--- config.mk ---
export PLATFORM = sky130hd
export DESIGN_NAME = ipv4_dotted_quad_parser_flat
export DESIGN_NICKNAME = d
export VERILOG_FILES = /design/src/rtl/ipv4dq_pkg.sv /design/src/rtl/ipv4dq_if.sv /design/src/rtl/ipv4_dotted_quad_parser.sv /design/src/rtl/ipv4dq_in_reg.sv /design/src/rtl/ipv4dq_step.sv /design/src/rtl/ipv4dq_out_reg.sv /design/src/flat_wrapper.sv
export SDC_FILE = /design/constraint.sdc
export NUM_CORES = 1
export LEC_CHECK = 0
export BUFFER_PORTS_ARGS = -buffer_cell sky130_fd_sc_hd__buf_2
export CORE_UTILIZATION = 30
export CTS_BUF_LIST = sky130_fd_sc_hd__clkbuf_16
export DETAILED_ROUTE_END_ITERATION = 6
export GPL_ROUTABILITY_DRIVEN = 1
export HOLD_SLACK_MARGIN = 0.08
export PLACE_DENSITY = 0.47
export SLEW_MARGIN = 25
export SYNTH_ARGS = -nofsm -noshare
export SYNTH_HDL_FRONTEND = slang
export SYNTH_HIERARCHICAL = 1
export SYNTH_SLANG_ARGS = --single-unit
--- constraint.sdc ---
create_clock -name clock -period 3.25 [get_ports clock]
set_clock_uncertainty 0.2 [all_clocks]
set_input_delay 0.8125 -clock clock [delete_from_list [all_inputs] [get_ports clock]]
set_output_delay 0.8125 -clock clock [all_outputs]
set_load 0.02 [all_outputs]
--- src/rtl/ipv4dq_pkg.sv ---
`timescale 1ns / 1ps
// ----------------------------------------------------------------------------
// ipv4dq_pkg
// Shared types and constants of the dotted-decimal IPv4 text parser.
// ----------------------------------------------------------------------------
package ipv4dq_pkg;

   localparam logic [7:0]  SymDot       = 8'h2E;
   localparam logic [7:0]  SymZero      = 8'h30;
   localparam logic [7:0]  SymNine      = 8'h39;
   localparam logic [11:0] FieldMax     = 12'd255;
   localparam logic [11:0] Radix        = 12'd10;
   localparam logic [4:0]  LenMin       = 5'd7;
   localparam logic [4:0]  LenMax       = 5'd15;
   localparam logic [4:0]  LenSat       = 5'd16;
   localparam logic [2:0]  FieldsNeeded = 3'd4;

   typedef struct packed {
      logic [4:0]  text_length;
      logic [7:0]  field_value;
      logic [2:0]  field_count;
      logic        after_dot;
      logic        format_error;
      logic [31:0] address_acc;
   } parse_state_type;

   typedef struct packed {
      logic       valid;
      logic [7:0] symbol;
      logic       end_of_text;
   } req_item_type;

   typedef struct packed {
      logic        is_valid;
      logic [31:0] address_value;
   } rsp_item_type;

endpackage

--- src/rtl/ipv4dq_if.sv ---
`timescale 1ns / 1ps
// ----------------------------------------------------------------------------
// ipv4dq_req_if / ipv4dq_rsp_if
// Valid/ready channels for text characters and parse results.
// ----------------------------------------------------------------------------
interface ipv4dq_req_if;
   logic       valid;
   logic       ready;
   logic [7:0] symbol;
   logic       end_of_text;

   modport source (output valid, output symbol, output end_of_text, input ready);
   modport sink   (input valid, input symbol, input end_of_text, output ready);
endinterface

interface ipv4dq_rsp_if;
   logic        valid;
   logic        ready;
   logic        is_valid;
   logic [31:0] address_value;

   modport source (output valid, output is_valid, output address_value, input ready);
   modport sink   (input valid, input is_valid, input address_value, output ready);
endinterface

--- src/rtl/ipv4_dotted_quad_parser.sv ---
`timescale 1ns / 1ps
// ----------------------------------------------------------------------------
// ipv4_dotted_quad_parser
// The parse state is one register; each result is registered in the result register.
// One character per cycle, but an end-of-text character waits in the input
// register while a result stalls at the output; other characters still pass.
// Reset (synchronous): empties both registers and clears the parse state.
// ----------------------------------------------------------------------------
module ipv4_dotted_quad_parser (
   input  logic         clock,
   input  logic         reset,
   ipv4dq_req_if.sink   req_bus,
   ipv4dq_rsp_if.source rsp_bus
);
   import ipv4dq_pkg::*;

   req_item_type    item;
   parse_state_type state_ff;
   parse_state_type state_in;
   parse_state_type step_next;
   rsp_item_type    step_result;
   logic            can_load;
   logic            take;

   // a character without the end mark never needs the result register
   assign take = item.valid && (!item.end_of_text || can_load);

   ipv4dq_in_reg u_in_reg (
      .clock   (clock),
      .reset   (reset),
      .req_bus (req_bus),
      .take    (take),
      .item    (item)
   );

   ipv4dq_step u_step (
      .cur         (state_ff),
      .symbol      (item.symbol),
      .end_of_text (item.end_of_text),
      .nxt         (step_next),
      .result      (step_result)
   );

   always_comb begin
      state_in = state_ff;
      if (take) begin
         state_in = step_next;
      end
   end

   always_ff @(posedge clock) begin
      if (reset) begin
         state_ff <= '0;
      end else begin
         state_ff <= state_in;
      end
   end

   ipv4dq_out_reg u_out_reg (
      .clock    (clock),
      .reset    (reset),
      .load     (take && item.end_of_text),
      .result   (step_result),
      .can_load (can_load),
      .rsp_bus  (rsp_bus)
   );

endmodule

--- src/rtl/ipv4dq_in_reg.sv ---
`timescale 1ns / 1ps
// ----------------------------------------------------------------------------
// ipv4dq_in_reg
// Input register: holds one request character until the parse stage takes it.
// ----------------------------------------------------------------------------
module ipv4dq_in_reg (
   input  logic                    clock,
   input  logic                    reset,
   ipv4dq_req_if.sink              req_bus,
   input  logic                    take,
   output ipv4dq_pkg::req_item_type item
);
   import ipv4dq_pkg::*;

   logic       valid_ff;
   logic       valid_in;
   logic [7:0] symbol_ff;
   logic       eot_ff;

   assign req_bus.ready = !valid_ff || take;

   always_comb begin
      valid_in = valid_ff;
      if (req_bus.ready) begin
         valid_in = req_bus.valid;
      end
   end

   always_ff @(posedge clock) begin
      if (reset) begin
         valid_ff <= 1'b0;
      end else begin
         valid_ff <= valid_in;
      end
   end

   always_ff @(posedge clock) begin
      if (req_bus.ready && req_bus.valid) begin
         symbol_ff <= req_bus.symbol;
         eot_ff    <= req_bus.end_of_text;
      end
   end

   assign item.valid       = valid_ff;
   assign item.symbol      = symbol_ff;
   assign item.end_of_text = eot_ff;

endmodule

--- src/rtl/ipv4dq_step.sv ---
`timescale 1ns / 1ps
// ----------------------------------------------------------------------------
// ipv4dq_step
// Per-character parse update: next parse state and the end-of-text result.
// ----------------------------------------------------------------------------
module ipv4dq_step (
   input  ipv4dq_pkg::parse_state_type cur,
   input  logic [7:0]                  symbol,
   input  logic                        end_of_text,
   output ipv4dq_pkg::parse_state_type nxt,
   output ipv4dq_pkg::rsp_item_type    result
);
   import ipv4dq_pkg::*;

   logic [11:0]     digit_sum;
   logic [7:0]      digit_raw;
   logic            is_dot;
   logic            is_digit;
   logic            close_req;
   parse_state_type st;

   assign digit_raw = symbol - SymZero;
   assign digit_sum = {4'd0, cur.field_value} * Radix + {8'd0, digit_raw[3:0]};
   assign is_dot    = (symbol == SymDot);
   assign is_digit  = (symbol >= SymZero) && (symbol <= SymNine);

   always_comb begin
      st        = cur;
      close_req = 1'b0;

      if (cur.text_length < LenSat) begin
         st.text_length = cur.text_length + 5'd1;
      end

      if (!cur.format_error) begin
         priority if (is_dot) begin
            if (cur.after_dot) begin
               st.format_error = 1'b1;
            end else begin
               st.after_dot = 1'b1;
               close_req    = 1'b1;
            end
         end else if (is_digit) begin
            st.after_dot = 1'b0;
            if (digit_sum > FieldMax) begin
               st.format_error = 1'b1;
            end else begin
               st.field_value = digit_sum[7:0];
            end
         end else begin
            st.format_error = 1'b1;
         end
      end

      // end mark closes the open field unless a dot just closed one or an error is set
      if (end_of_text && !st.format_error && !st.after_dot) begin
         close_req = 1'b1;
      end

      if (close_req) begin
         if (st.field_count >= FieldsNeeded) begin
            st.format_error = 1'b1;
         end else begin
            st.address_acc = {st.address_acc[23:0], st.field_value};
            st.field_count = st.field_count + 3'd1;
            st.field_value = 8'd0;
         end
      end

      result.is_valid = !st.format_error && (st.field_count == FieldsNeeded) &&
                        (st.text_length >= LenMin) && (st.text_length <= LenMax);
      result.address_value = result.is_valid ? st.address_acc : 32'd0;

      if (end_of_text) begin
         nxt = '0;
      end else begin
         nxt = st;
      end
   end

endmodule

--- src/rtl/ipv4dq_out_reg.sv ---
`timescale 1ns / 1ps
// ----------------------------------------------------------------------------
// ipv4dq_out_reg
// Result register: holds one parse result until the sink takes it.
// ----------------------------------------------------------------------------
module ipv4dq_out_reg (
   input  logic                     clock,
   input  logic                     reset,
   input  logic                     load,
   input  ipv4dq_pkg::rsp_item_type result,
   output logic                     can_load,
   ipv4dq_rsp_if.source             rsp_bus
);
   import ipv4dq_pkg::*;

   logic         valid_ff;
   logic         valid_in;
   rsp_item_type data_ff;

   assign can_load = !valid_ff || rsp_bus.ready;

   always_comb begin
      valid_in = valid_ff;
      if (can_load) begin
         valid_in = load;
      end
   end

   always_ff @(posedge clock) begin
      if (reset) begin
         valid_ff <= 1'b0;
      end else begin
         valid_ff <= valid_in;
      end
   end

   always_ff @(posedge clock) begin
      if (load && can_load) begin
         data_ff <= result;
      end
   end

   assign rsp_bus.valid         = valid_ff;
   assign rsp_bus.is_valid      = data_ff.is_valid;
   assign rsp_bus.address_value = data_ff.address_value;

endmodule

--- src/flat_wrapper.sv ---
// flat-port wrapper written by rule: the top's interface ports become plain ports
module ipv4_dotted_quad_parser_flat import ipv4dq_pkg::*;
  (clock, reset, req_bus_valid, req_bus_symbol, req_bus_end_of_text, req_bus_ready, rsp_bus_valid, rsp_bus_is_valid, rsp_bus_address_value, rsp_bus_ready);
  ipv4dq_req_if req_bus_i ();
  ipv4dq_rsp_if rsp_bus_i ();
  input  logic clock;
  input  logic reset;
  input wire logic [$bits(req_bus_i.valid)-1:0] req_bus_valid;
  input wire logic [$bits(req_bus_i.symbol)-1:0] req_bus_symbol;
  input wire logic [$bits(req_bus_i.end_of_text)-1:0] req_bus_end_of_text;
  output wire logic [$bits(req_bus_i.ready)-1:0] req_bus_ready;
  output wire logic [$bits(rsp_bus_i.valid)-1:0] rsp_bus_valid;
  output wire logic [$bits(rsp_bus_i.is_valid)-1:0] rsp_bus_is_valid;
  output wire logic [$bits(rsp_bus_i.address_value)-1:0] rsp_bus_address_value;
  input wire logic [$bits(rsp_bus_i.ready)-1:0] rsp_bus_ready;
  assign req_bus_i.valid = req_bus_valid;
  assign req_bus_i.symbol = req_bus_symbol;
  assign req_bus_i.end_of_text = req_bus_end_of_text;
  assign req_bus_ready = req_bus_i.ready;
  assign rsp_bus_valid = rsp_bus_i.valid;
  assign rsp_bus_is_valid = rsp_bus_i.is_valid;
  assign rsp_bus_address_value = rsp_bus_i.address_value;
  assign rsp_bus_i.ready = rsp_bus_ready;
  ipv4_dotted_quad_parser u_core (.clock(clock), .reset(reset), .req_bus(req_bus_i), .rsp_bus(rsp_bus_i));
endmodule
== Word-level counts from Yosys, hierarchy flattened ==
Index checks and enable logic that the tools add are counted.

* Output and inout bits: 35
* Bits of input ports: 13
* Register bits: 94

* Add/sub/neg operators: 4
* Order comparisons: 7
* Reduce and logical (&&, ||, !) cells: 19
* Multiplexer cells: 21
* Equal/unequal tests: 2
* $mul: 1

{| class="wikitable"
|+ Operators by type and width
! cell !! count
|-
| $mux W50 || 1
|-
| $mux W33 || 1
|-
| $mux W32 || 1
|-
| $mux W8 || 4
|-
| $mux W11 || 2
|-
| $add A12 B4 Y12 || 1
|-
| $gt A12 B8 Y1 const B || 1
|-
| $mul A8 B3 Y11 const B || 1
|-
| $logic_and A1 B1 Y1 || 10
|-
| $mux W1 || 9
|-
| $eq A8 B6 Y1 const B || 1
|-
| $ge A8 B6 Y1 const B || 1
|-
| $le A8 B6 Y1 const B || 1
|-
| $logic_not A1 Y1 || 6
|-
| $add A5 B1 Y5 const B || 1
|-
| $ge A5 B3 Y1 const B || 1
|-
| $le A5 B4 Y1 const B || 1
|-
| $lt A5 B5 Y1 const B || 1
|-
| $mux W5 || 1
|-
| $mux W2 || 2
|-
| $sub A4 B1 Y4 const B || 1
|-
| $add A3 B1 Y3 const B || 1
|-
| $eq A3 B3 Y1 const B || 1
|-
| $ge A3 B3 Y1 const B || 1
|-
| $logic_or A1 B1 Y1 || 3
|}

== Longest topological paths before layout ==
Gate-level depths: netlist of the first run.

* Depth in word-level cells: 16
* Depth in mapped cells: 15
* Depth with buffers taken out: 14

== Modules after synthesis ==
Netlist of the first run, hierarchy kept.

{| class="wikitable"
|+ By module, submodules not included
! module !! times used !! cells each !! area each (µm²)
|-
| ipv4_dotted_quad_parser || 1 || 220 || 2278.4
|-
| ipv4dq_step || 1 || 333 || 1868.0
|-
| ipv4dq_out_reg || 1 || 38 || 1046.0
|-
| ipv4dq_in_reg || 1 || 16 || 340.3
|}

== Worst setup path before layout of the first run ==
Ideal clock, no wire load.

* Path type: reg-to-reg
* Start point: register u_core/state_ff[38] (netlist name)
* End point: register u_core/state_ff[7] (netlist name)
* Path buffers: 1
* Cell stages (with the launch flop): 16
* Data arrival time: 3.116 ns
* Path slack: -0.138 ns
* Period minus slack after synthesis: 3.388 ns
* Cells stage by stage: dfxtp_1 > ha_1 > ha_1 > inv_1 > fa_1 > nand2b_1 > or2_1 > nor4_2 > nor2_1 > o2111a_1 > or2_1 > buf_6 > mux2_4 > nor2_1 > nand2b_1 > mux2i_1

{| class="wikitable"
|+ RTL lines
! what !! line !! RTL
|-
| start: declaration || ipv4_dotted_quad_parser.sv:18 || <nowiki>parse_state_type state_ff;</nowiki>
|-
| start signal: assignment || ipv4_dotted_quad_parser.sv:55 || <nowiki>state_ff <= state_in;</nowiki>
|}

==> flow_metrics.env, run 1 <==
export IMPL_status="finished with violations"
export IMPL_failed_checks="setup timing"
export IMPL_root_buffer="clkbuf_16"
export IMPL_max_clock_freq_mhz=293
export IMPL_synth_async_sr_flop_share_pct=0
export IMPL_routabilityCongestion=0.806
export IMPL_maxSlewViolCount=0
export IMPL_grt_pass1_vias=4172
export IMPL_core_area_um2=18000
export IMPL_top_usage_layer="met2"
export IMPL_hold_end="u_core/state_ff[32]"
export IMPL_syn_area_um2=5530
export IMPL_antenna_cells=0
export IMPL_min_path_cells=2
export IMPL_routed_via_density=4.78
export IMPL_slowest_delay_ps=430
export IMPL_worstRegToRegCells=15
export IMPL_rsz0062_at_grt="yes"
export IMPL_clk_pin_slew_ps=70
export IMPL_cts_buffer_depth=2
export IMPL_cts_num_sinks=94
export IMPL_yosys_top_cells_area="edfxtp_1, dfxtp_1, nand2b_1"
export IMPL_wl_mm=13.5
export IMPL_grt_ovfl_total=0
export IMPL_synth_edff_count=42
export IMPL_fin_nets=708
export IMPL_timing_rr_end="u_core/state_ff[7]"
export IMPL_rows=49
export IMPL_cts_buffers=9
export IMPL_avgSynthCellArea_um2=9.12
export IMPL_slowest_stage="fa_2"
export IMPL_setup_ws_ps=-165
export IMPL_hold_violations=0
export IMPL_cap_violations=0
export IMPL_clkLatencyLatePin_ps=350
export IMPL_critPathBufInv=2
export IMPL_initial_core_util_pct=30.7
export IMPL_critPathLaunchType="flip-flop"
export IMPL_syn_nets=640
export IMPL_crit_path_end_kind="flip-flop"
export IMPL_critical_path_top_delay_family="simple AND/OR/NAND/NOR gates"
export IMPL_use_met3_pct=2.43
export IMPL_grt_pass1_wl_mm=21.6
export IMPL_yosysMostFrequentCell="nand2_1"
export IMPL_path_max_fanout=5
export IMPL_post_route_period_util_pct=105
export IMPL_fin_crit_ps=3420
export IMPL_grtUsageMet1_pct=19.8
export IMPL_antenna_found_initial=0
export IMPL_cp_required_ps=3330
export IMPL_power_mw=2.72
export IMPL_portBuffers=47
export IMPL_ys_flop_type="dfxtp_1"
export IMPL_irDropWorstVdd_v=0.000233
export IMPL_cts_tree="done"
export IMPL_yosysUniqueCellTypes=56
export IMPL_hpwl_mm=8.57
export IMPL_path_cells="ha_4 > ha_4 > inv_2 > fa_2 > nand2b_4 > or2_4 > nor4_4 > and3_4 > o2111a_2 > or2_4 > buf_12 > mux2_4 > nor2_2 > nand2b_1 > mux2i_1"
export IMPL_ys_ff_latch=94
export IMPL_leakage_nw=2.36
export IMPL_htree_levels=3
export IMPL_slew_limit_headroom_pct=38.1
export IMPL_dieArea_um2=19000
export IMPL_hold_start="u_core/state_ff[32]"
export IMPL_setup_viol=43
export IMPL_wl_per_cell_um=14.9
export IMPL_grt_max_degree=103
export IMPL_synth_top_area_share_pct=22.8
export IMPL_firstDrtPassIters=5
export IMPL_yosys_warnings=6
export IMPL_die_height_um=138
export IMPL_drcViolationCount=0
export IMPL_synth_cells=607
export IMPL_holdBufCountCts=0
export IMPL_tightestPinTransition_ps=929
export IMPL_drtIter0Drc=264
export IMPL_use_met2_pct=24.8
export IMPL_powerDensity_nw_per_um2=393
export IMPL_synth_common_cells="nand2_1, nand2b_1, a21oi_1"
export IMPL_rrSetupSlack_ps=-170
export IMPL_hold_class="flip-flop to flip-flop"
export IMPL_die_w_um=138
export IMPL_ant_nets=0
export IMPL_area_growth_pct=25.0
export IMPL_io_pins=48
export IMPL_grt_total_usage_pct=15.0
export IMPL_crit_type="flip-flop to flip-flop"
export IMPL_ys_seq_area_share_pct=41.6
export IMPL_r2r_start="u_core/state_ff[38]"
export IMPL_drive_above_1_share_pct=25.9
export IMPL_synth_area_leader_cell="edfxtp_1"
export IMPL_pre_cts_slack_ps=-259
export IMPL_vias=4345
export IMPL_crit_arrival_ps=3500
[repair_timing]
action                                  in CTS  in global routing
pin swaps                                    9                  4
gates cloned                                 1                  0
endpoints found under the setup margin      48                 48
setup buffers                                8                  5
resized for setup                           34                 30
[kinds of logic (layout without fill, tap and decap cells)]
group	after synthesis	after routing	share of synthesized area [%]
DFF	94	94	41.6
xor gates and xnor gates	10	10	1.58
AOI/OAI and AO/OA	91	91	10.2
buffers and inverters	59	132	5.79
and+or+nand+nor	277	277	25.8
adders and majority gates	20	20	4.79
muxes	56	56	10.2
[worst register-to-register path, stage by stage, from the launching register on]
cell and delay [ps]:
dfxtp_2 340, ha_4 240, ha_4 160, inv_2 50, fa_2 430, nand2b_4 150
or2_4 240, nor4_4 180, and3_4 260, o2111a_2 240, or2_4 160, buf_12 130
mux2_4 310, nor2_2 100, nand2b_1 60, mux2i_1 120
[power by group]
| group | switching [mW] | total, mW | internal, mW |
|---|---|---|---|
| logic | 0.124 | 0.211 | 0.0873 |
| registers | 0.0135 | 1.27 | 1.26 |
| clock network | 0.484 | 1.23 | 0.750 |
| total | 0.621 | 2.72 | 2.10 |
[sequential cells by signal (all words and copies together), names as in the netlist]
register,flops
u_core/u_out_reg/rsp_bus.address_value,32
u_core/u_in_reg/eot_ff,1
u_core/state_ff,50
u_core/u_in_reg/symbol_ff,8
u_core/u_out_reg/rsp_bus.valid,1
u_core/u_out_reg/rsp_bus.is_valid,1
u_core/u_in_reg/valid_ff,1
[routing by layer]
| metal | vias up | wire length [um] |
|---|---|---|
| li1 | 2173 | - |
| met1 | 2074 | 6370 |
| met2 | 81 | 6510 |
| met3 | 17 | 440 |
| met4 | 0 | 203 |
| met5 | - | 0 |
[area by class of cell]
cell class / instances / area [um2]
Tap cell: 229 / 287
Fill cell: 1848 / 11100
Clock inverter: 7 / 114
Inverter: 19 / 71.3
Clock buffer: 9 / 225
Multi-Input combinational cell: 454 / 3220
Timing Repair Buffer: 97 / 691
Sequential cell: 94 / 2310
[metrics by stage]
stage / instance area, um2 / cells / setup TNS (ps) / hold WS (ps) / utilization [%]
CTS: 6730 / 905 / -3250 / 289 / 37.3
detailed placement: 6180 / 880 / -8400 / 277 / 34.3
finish: 6920 / 909 / -3980 / 290 / 38.4
floorplan: 5590 / 607 / -20.3 / 259 / -
global placement: 6180 / 880 / -4160 / 274 / 34.3
global route: 6920 / 909 / -9300 / 318 / 38.4
[worst max-delay path by stage]
stage	startpoint	slack (ps)	cells past startpoint	endpoint
finish	u_core/state_ff[38]	-170	15	u_core/state_ff[7]
global route	u_core/state_ff[38]	-290	15	u_core/state_ff[7]
CTS	u_core/state_ff[38]	-160	15	u_core/state_ff[7]
detailed placement	u_core/state_ff[39]	-260	15	u_core/state_ff[7]
global placement	u_core/state_ff[40]	-180	14	u_core/u_out_reg/rsp_bus.address_value[5]
floorplan	u_core/state_ff[40]	-20	15	u_core/state_ff[7]
[cells in the final DEF, fill, tap and decap left out, drive strengths merged, types with 8 or more instances in the layout]
master / instances
nand2: 105
clkbuf: 9
nor2: 37
a211oi: 8
a21oi: 59
ha: 18
nand2b: 103
buf: 97
edfxtp: 42
mux2i: 55
dfxtp: 52
inv: 22
(Power assumes the default switching activity.)
==> run 2, diff against run 1 <==
--- a/config.mk
+++ b/config.mk
@@ -11,9 +11,8 @@
 export DETAILED_ROUTE_END_ITERATION = 6
 export GPL_ROUTABILITY_DRIVEN = 1
 export HOLD_SLACK_MARGIN = 0.08
-export PLACE_DENSITY = 0.47
+export PLACE_DENSITY = 0.48
 export SLEW_MARGIN = 25
 export SYNTH_ARGS = -nofsm -noshare
 export SYNTH_HDL_FRONTEND = slang
-export SYNTH_HIERARCHICAL = 1
 export SYNTH_SLANG_ARGS = --single-unit
==> run 2 against run 1 <==
Against the previous run:
- the flow still finishes with violations (setup timing)
- sequential share of layout area up 3.7 points
- synthesized area fell by 20%
- synthesized cell count decreased by 34%
==> flow_metrics.env, run 2 <==
export IMPL_fillers=1392
export IMPL_grt_ovfl_total=0
export IMPL_synth_compound_area_share_pct=17.3
export IMPL_pre_cts_slack_ps=-574
export IMPL_grt_total_usage_pct=14.5
export IMPL_ys_ff_latch=94
export IMPL_powerDensity_nw_per_um2=380
export IMPL_cts_buffer_depth=2
export IMPL_hold_class="flip-flop to flip-flop"
export IMPL_setup_worst_path_start="u_core.state_ff[40]"
export IMPL_status="finished with violations"
export IMPL_synth_area_leader_cell="edfxtp_1"
export IMPL_crit_path_end_kind="flip-flop"
export IMPL_power_switching_uw=551
export IMPL_intPower_mw=1.81
export IMPL_path_max_fanout=11
export IMPL_rows=44
export IMPL_path_cells="ha_4 > ha_4 > fa_2 > nand2_2 > a211o_1 > or4b_4 > a32oi_4 > nand2_2 > or4b_4 > clkbuf_16 > nor2_1"
export IMPL_syn_nets=431
export IMPL_drtIter0Drc=199
export IMPL_muxShareOfSynthArea_pct=7.45
export IMPL_portBuffers=47
export IMPL_die_w_um=124
export IMPL_holdBufCountCts=0
export IMPL_r2r_start="u_core.state_ff[40]"
export IMPL_hpwl_mm=7.59
export IMPL_antenna_cells=0
export IMPL_fin_crit_ps=3680
export IMPL_ant_nets=0
export IMPL_yosys_top_cells_area="edfxtp_1, dfxtp_1, mux2i_1"
export IMPL_antenna_found_initial=0
export IMPL_hold_start="u_core.state_ff[24]"
export IMPL_clk_pin_slew_ps=70
export IMPL_wl_per_cell_um=16.1
export IMPL_yosysMostFrequentCell="dfxtp_1"
export IMPL_clkLatencyLatePin_ps=350
export IMPL_crit_arrival_ps=3690
export IMPL_drcViolationCount=0
export IMPL_layout_common_cells="buf_4, dfxtp_1, buf_2"
export IMPL_post_route_period_util_pct=113
export IMPL_wl_mm=11.4
export IMPL_final_common_cell="buf_4"
export IMPL_synth_async_sr_flop_share_pct=0
export IMPL_htree_levels=3
export IMPL_ys_seq_area_share_pct=51.7
export IMPL_grt_pass1_wl_mm=16.7
export IMPL_routabilityCongestion=0.829
export IMPL_yosys_area_share_simple_pct=13.1
export IMPL_dieArea_um2=15300
export IMPL_hold_violations=0
export IMPL_area_growth_pct=39.7
export IMPL_slowest_stage="or4b_4"
export IMPL_synth_common_cells="dfxtp_1, nor2_1, edfxtp_1"
export IMPL_synth_xor_area_share_pct=1.38
export IMPL_rsz0062_at_grt="yes"
export IMPL_io_pins=48
export IMPL_clkPwrFrac_pct=41.7
export IMPL_drive_above_1_share_pct=41.7
export IMPL_setup_ws_ps=-431
export IMPL_setup_viol=75
export IMPL_critPathLaunchType="flip-flop"
export IMPL_slew_limit_headroom_pct=41.6
export IMPL_leakage_nw=2.49
export IMPL_grt_max_degree=37
export IMPL_firstDrtPassIters=4
export IMPL_cap_violations=0
export IMPL_core_area_um2=14500
export IMPL_irDropWorstVdd_v=0.000230
export IMPL_synth_cells=398
export IMPL_pwr_share_seq_pct=53.1
export IMPL_synthAdderAreaFrac_pct=5.96
export IMPL_yosys_warnings=0
export IMPL_die_height_um=124
export IMPL_grt_pass1_vias=3223
export IMPL_maxSlewViolCount=0
export IMPL_largest_reg_flops=50
export IMPL_regMostFlops="u_core.state_ff"
export IMPL_synth_edff_count=42
export IMPL_cp_required_ps=3260
export IMPL_avgSynthCellArea_um2=11.2
export IMPL_failed_checks="setup timing"
export IMPL_slowest_delay_ps=620
export IMPL_cts_buffers=9
export IMPL_cts_tree="done"
export IMPL_ys_flop_type="dfxtp_1"
export IMPL_tightestPinTransition_ps=877
export IMPL_synth_top_family_by_area="compound AO/OA/AOI/OAI gates"
export IMPL_initial_core_util_pct=30.7
export IMPL_power_mw=2.36
export IMPL_cts_num_sinks=94
export IMPL_crit_type="flip-flop to flip-flop"
export IMPL_yosysUniqueCellTypes=56
export IMPL_comb_power_share_pct=5.2
export IMPL_vias=3524
export IMPL_root_buffer="clkbuf_16"
export IMPL_fin_nets=551
export IMPL_switching_share_pct=23.3
export IMPL_syn_area_um2=4450
export IMPL_synth_top_area_share_pct=28.3
export IMPL_max_clock_freq_mhz=272
export IMPL_routed_via_density=4.98
-- run 2: power groups by stage --
stage | Sequential (mW) | Combinational [mW] | Clock (mW)
after CTS | 1.25 | 0.115 | 1.01
after global routing | 1.26 | 0.134 | 1.06
after global placement | 1.28 | 0.112 | 0
final | 1.26 | 0.123 | 0.985
after floorplan | 1.29 | 0.0560 | 0
after detailed placement | 1.28 | 0.112 | 0
-- run 2: worst max-delay path, delay by kind of cell, from the launching register on --
family                     cells  cell delay [ps]
and+or+nand+nor                5             1390
AOI/OAI and AO/OA              2              470
adders and majority gates      3              940
DFF                            1              340
buffers and inverters          1              210
-- run 2: worst paths after layout --
| path | endpoint | slack (ps) | cells past startpoint |
|---|---|---|---|
| min | u_core.state_ff[24] | 290 | 1 |
| min reg2reg | u_core.state_ff[24] | 290 | 1 |
| max reg2reg | u_core.u_out_reg.rsp_bus.address_value[12] | -430 | 11 |
| max | u_core.u_out_reg.rsp_bus.address_value[12] | -430 | 11 |
-- run 2: kinds of logic after synthesis --
logic type | after synthesis
fa+ha+maj | 20
buf+inv | 30
simple gates | 113
xor+xnor | 7
flops | 94
mux | 33
compound gates | 101
-- run 2: repair_timing --
| action | CTS | global route |
|---|---|---|
| setup buffers | 6 | 9 |
| resized for setup | 20 | 62 |
| setup endpoints to repair | 74 | 77 |
| pin swaps | 7 | 18 |
| cloned | 0 | 5 |
-- run 2: layout make-up --
class,count,area [um2],area share (%)
clock buffer,9,225,3.62
clock inverter,7,48.8,0.784
inverter,8,30.0,0.483
multi-input combinational,275,2390,38.4
sequential,94,2310,37.1
tap,184,230,3.70
timing repair buffer,130,988,15.9
-- run 2: per-layer routing --
metal	vias up	wire (um)	track usage, %
met5	-	0	0
met4	0	196	4.74
met3	14	467	4.12
met2	68	5710	23.7
met1	1692	5010	18.5
li1	1750	-	-
-- run 2: metrics by stage --
| step | hold WS (ps) | utilization, % | TNS [ps] | instance area, um2 | cells |
|---|---|---|---|---|---|
| floorplan | 249 | - | -25050 | 4500 | 398 |
| global placement | 261 | 37.0 | -29880 | 5360 | 672 |
| detailed placement | 267 | 37.0 | -32180 | 5360 | 672 |
| CTS | 287 | 39.7 | -24710 | 5740 | 693 |
| global route | 299 | 43.0 | -33710 | 6220 | 707 |
| finish | 287 | 43.0 | -25080 | 6220 | 707 |
==> run 3, diff against run 2 <==
--- a/config.mk
+++ b/config.mk
@@ -11,7 +11,6 @@
 export DETAILED_ROUTE_END_ITERATION = 6
 export GPL_ROUTABILITY_DRIVEN = 1
 export HOLD_SLACK_MARGIN = 0.08
-export PLACE_DENSITY = 0.48
 export SLEW_MARGIN = 25
 export SYNTH_ARGS = -nofsm -noshare
 export SYNTH_HDL_FRONTEND = slang
==> run 3 against run 2 <==
Against the previous run:
- the run still ends with setup timing left
- combinational power is 5% higher
- maximum frequency hardly changed
- die area unchanged
- hold slack got worse by 1.7 ps
- register-to-register slack is essentially flat
- critical path type unchanged
- critical endpoint is now u_core.u_out_reg.rsp_bus.address_value[4]
- largest cell class unchanged
- largest power group unchanged
==> flow_metrics.env, run 3 (synthesis gave the netlist of run 2 again) <==
export IMPL_antenna_found_initial=0
export IMPL_drive_above_1_share_pct=41.0
export IMPL_rsz0062_at_grt="yes"
export IMPL_slowest_stage="or4b_4"
export IMPL_final_common_cell="buf_4"
export IMPL_largest_reg_flops=50
export IMPL_fin_crit_ps=3680
export IMPL_switching_share_pct=22.3
export IMPL_setup_ws_ps=-433
export IMPL_portBuffers=47
export IMPL_cts_buffers=9
export IMPL_drtIter0Drc=255
export IMPL_power_switching_uw=543
export IMPL_ant_nets=0
export IMPL_core_area_um2=14500
export IMPL_tightestPinTransition_ps=856
export IMPL_path_max_fanout=5
export IMPL_maxSlewViolCount=0
export IMPL_path_cells="ha_4 > ha_4 > fa_2 > nand2_2 > a211o_1 > or4b_4 > a32oi_4 > nand2_2 > or4b_4 > buf_8 > a211oi_4"
export IMPL_cts_num_sinks=94
export IMPL_root_buffer="clkbuf_16"
export IMPL_rows=44
export IMPL_failed_checks="setup timing"
export IMPL_hold_violations=0
export IMPL_crit_path_end_kind="flip-flop"
export IMPL_max_clock_freq_mhz=271
export IMPL_vias=3486
export IMPL_drcViolationCount=0
export IMPL_clkLatencyLatePin_ps=330
export IMPL_initial_core_util_pct=30.7
export IMPL_routed_via_density=4.99
export IMPL_crit_type="flip-flop to flip-flop"
export IMPL_io_pins=48
export IMPL_antenna_cells=0
export IMPL_area_growth_pct=37.9
export IMPL_wl_per_cell_um=15.2
export IMPL_comb_power_share_pct=5.3
export IMPL_grt_ovfl_total=0
export IMPL_clkPwrFrac_pct=43.3
export IMPL_post_route_period_util_pct=113
export IMPL_clk_pin_slew_ps=70
export IMPL_slowest_delay_ps=560
export IMPL_hpwl_mm=7.18
export IMPL_cap_violations=0
export IMPL_crit_arrival_ps=3650
export IMPL_die_height_um=124
export IMPL_cts_tree="done"
export IMPL_die_w_um=124
export IMPL_dieArea_um2=15300
export IMPL_setup_viol=74
export IMPL_pwr_share_seq_pct=51.4
export IMPL_critPathLaunchType="flip-flop"
export IMPL_firstDrtPassIters=5
export IMPL_fillers=1373
export IMPL_irDropWorstVdd_v=0.000232
export IMPL_pre_cts_slack_ps=-565
export IMPL_regMostFlops="u_core.state_ff"
export IMPL_powerDensity_nw_per_um2=397
export IMPL_grt_pass1_wl_mm=16.3
export IMPL_fin_nets=543
export IMPL_finish_utilization_pct=42.4
export IMPL_htree_levels=3
export IMPL_slew_limit_headroom_pct=42.7
export IMPL_critical_path_top_delay_family="simple AND/OR/NAND/NOR gates"
export IMPL_layout_common_cells="buf_4, dfxtp_1, buf_2"
export IMPL_wl_mm=10.6
export IMPL_grt_pass1_vias=3327
export IMPL_cp_required_ps=3210
export IMPL_intPower_mw=1.90
export IMPL_grt_total_usage_pct=14.0
export IMPL_critPathBufInv=1
export IMPL_grt_max_degree=36
export IMPL_routabilityCongestion=0.818
export IMPL_cts_buffer_depth=2
export IMPL_status="finished with violations"
export IMPL_hold_class="flip-flop to flip-flop"
export IMPL_leakage_nw=2.48
run 3: cell count changes in the layout (fill, tap and decap cells not counted), moves of 3 or more:
| cell | change |
|---|---|
| o2bb2ai_2 | +3 |
| buf_4 | -6 |
| buf_12 | +3 |
| nor2_2 | +13 |
| buf_6 | -3 |
| mux2i_1 | +3 |
| a211oi_2 | -3 |
| nor2_1 | -9 |
| o2bb2ai_1 | -4 |
| nor2_4 | -4 |
| mux2i_2 | -3 |
| a211oi_4 | +3 |
run 3: stage by stage:
step | TNS, ps | instances | power (mW) | area, um2 | hold slack (ps)
detailed placement | -27670 | 666 | 1.39 | 5320 | 268
global route | -27740 | 699 | 2.52 | 6140 | 293
CTS | -25020 | 687 | 2.45 | 5820 | 284
global placement | -23880 | 666 | 1.39 | 5320 | 262
finish | -21280 | 699 | 2.44 | 6140 | 285
floorplan | -25050 | 398 | 1.34 | 4500 | 249
run 3: path summary, 6_finish.rpt:
kind | from | to | slack (ps) | depth (start not counted)
setup / recovery | u_core.state_ff[40] | u_core.u_out_reg.rsp_bus.address_value[4] | -430 | 11
hold / removal | u_core.state_ff[30] | u_core.state_ff[30] | 290 | 1
setup reg to reg | u_core.state_ff[40] | u_core.u_out_reg.rsp_bus.address_value[4] | -430 | 11
hold reg to reg | u_core.state_ff[30] | u_core.state_ff[30] | 290 | 1
run 3: cell type report:
class	instances	area, um2	share of cell area (%)
Timing Repair Buffer	123	935	15.2
Multi-Input combinational cell	274	2340	38.1
Sequential cell	94	2310	37.6
Tap cell	184	230	3.75
Inverter	8	30.0	0.489
Clock buffer	9	225	3.67
Clock inverter	7	73.8	1.20
run 3: power groups by stage:
| stage | combinational (mW) | clock (mW) | sequential [mW] |
|---|---|---|---|
| after floorplan | 0.0560 | 0 | 1.29 |
| after global placement | 0.107 | 0 | 1.28 |
| after detailed placement | 0.109 | 0 | 1.28 |
| after CTS | 0.113 | 1.08 | 1.26 |
| after global routing | 0.139 | 1.13 | 1.26 |
| final | 0.129 | 1.06 | 1.26 |
run 3: what timing repair did:
action,in CTS,in global routing
setup buffers,5,10
setup endpoints to repair,72,76
gates resized for setup,37,47
hold buffers,0,0
cloned,0,3
pin swaps,3,16
run 3: per-layer routing:
layer  GRT usage, %  vias up  wire length [um]
met2           23.0       90              5090
met5              0        -                 0
met4           6.40        0               302
met1           17.4     1642              4700
met3           2.98       20               502
li1               -     1734                 -
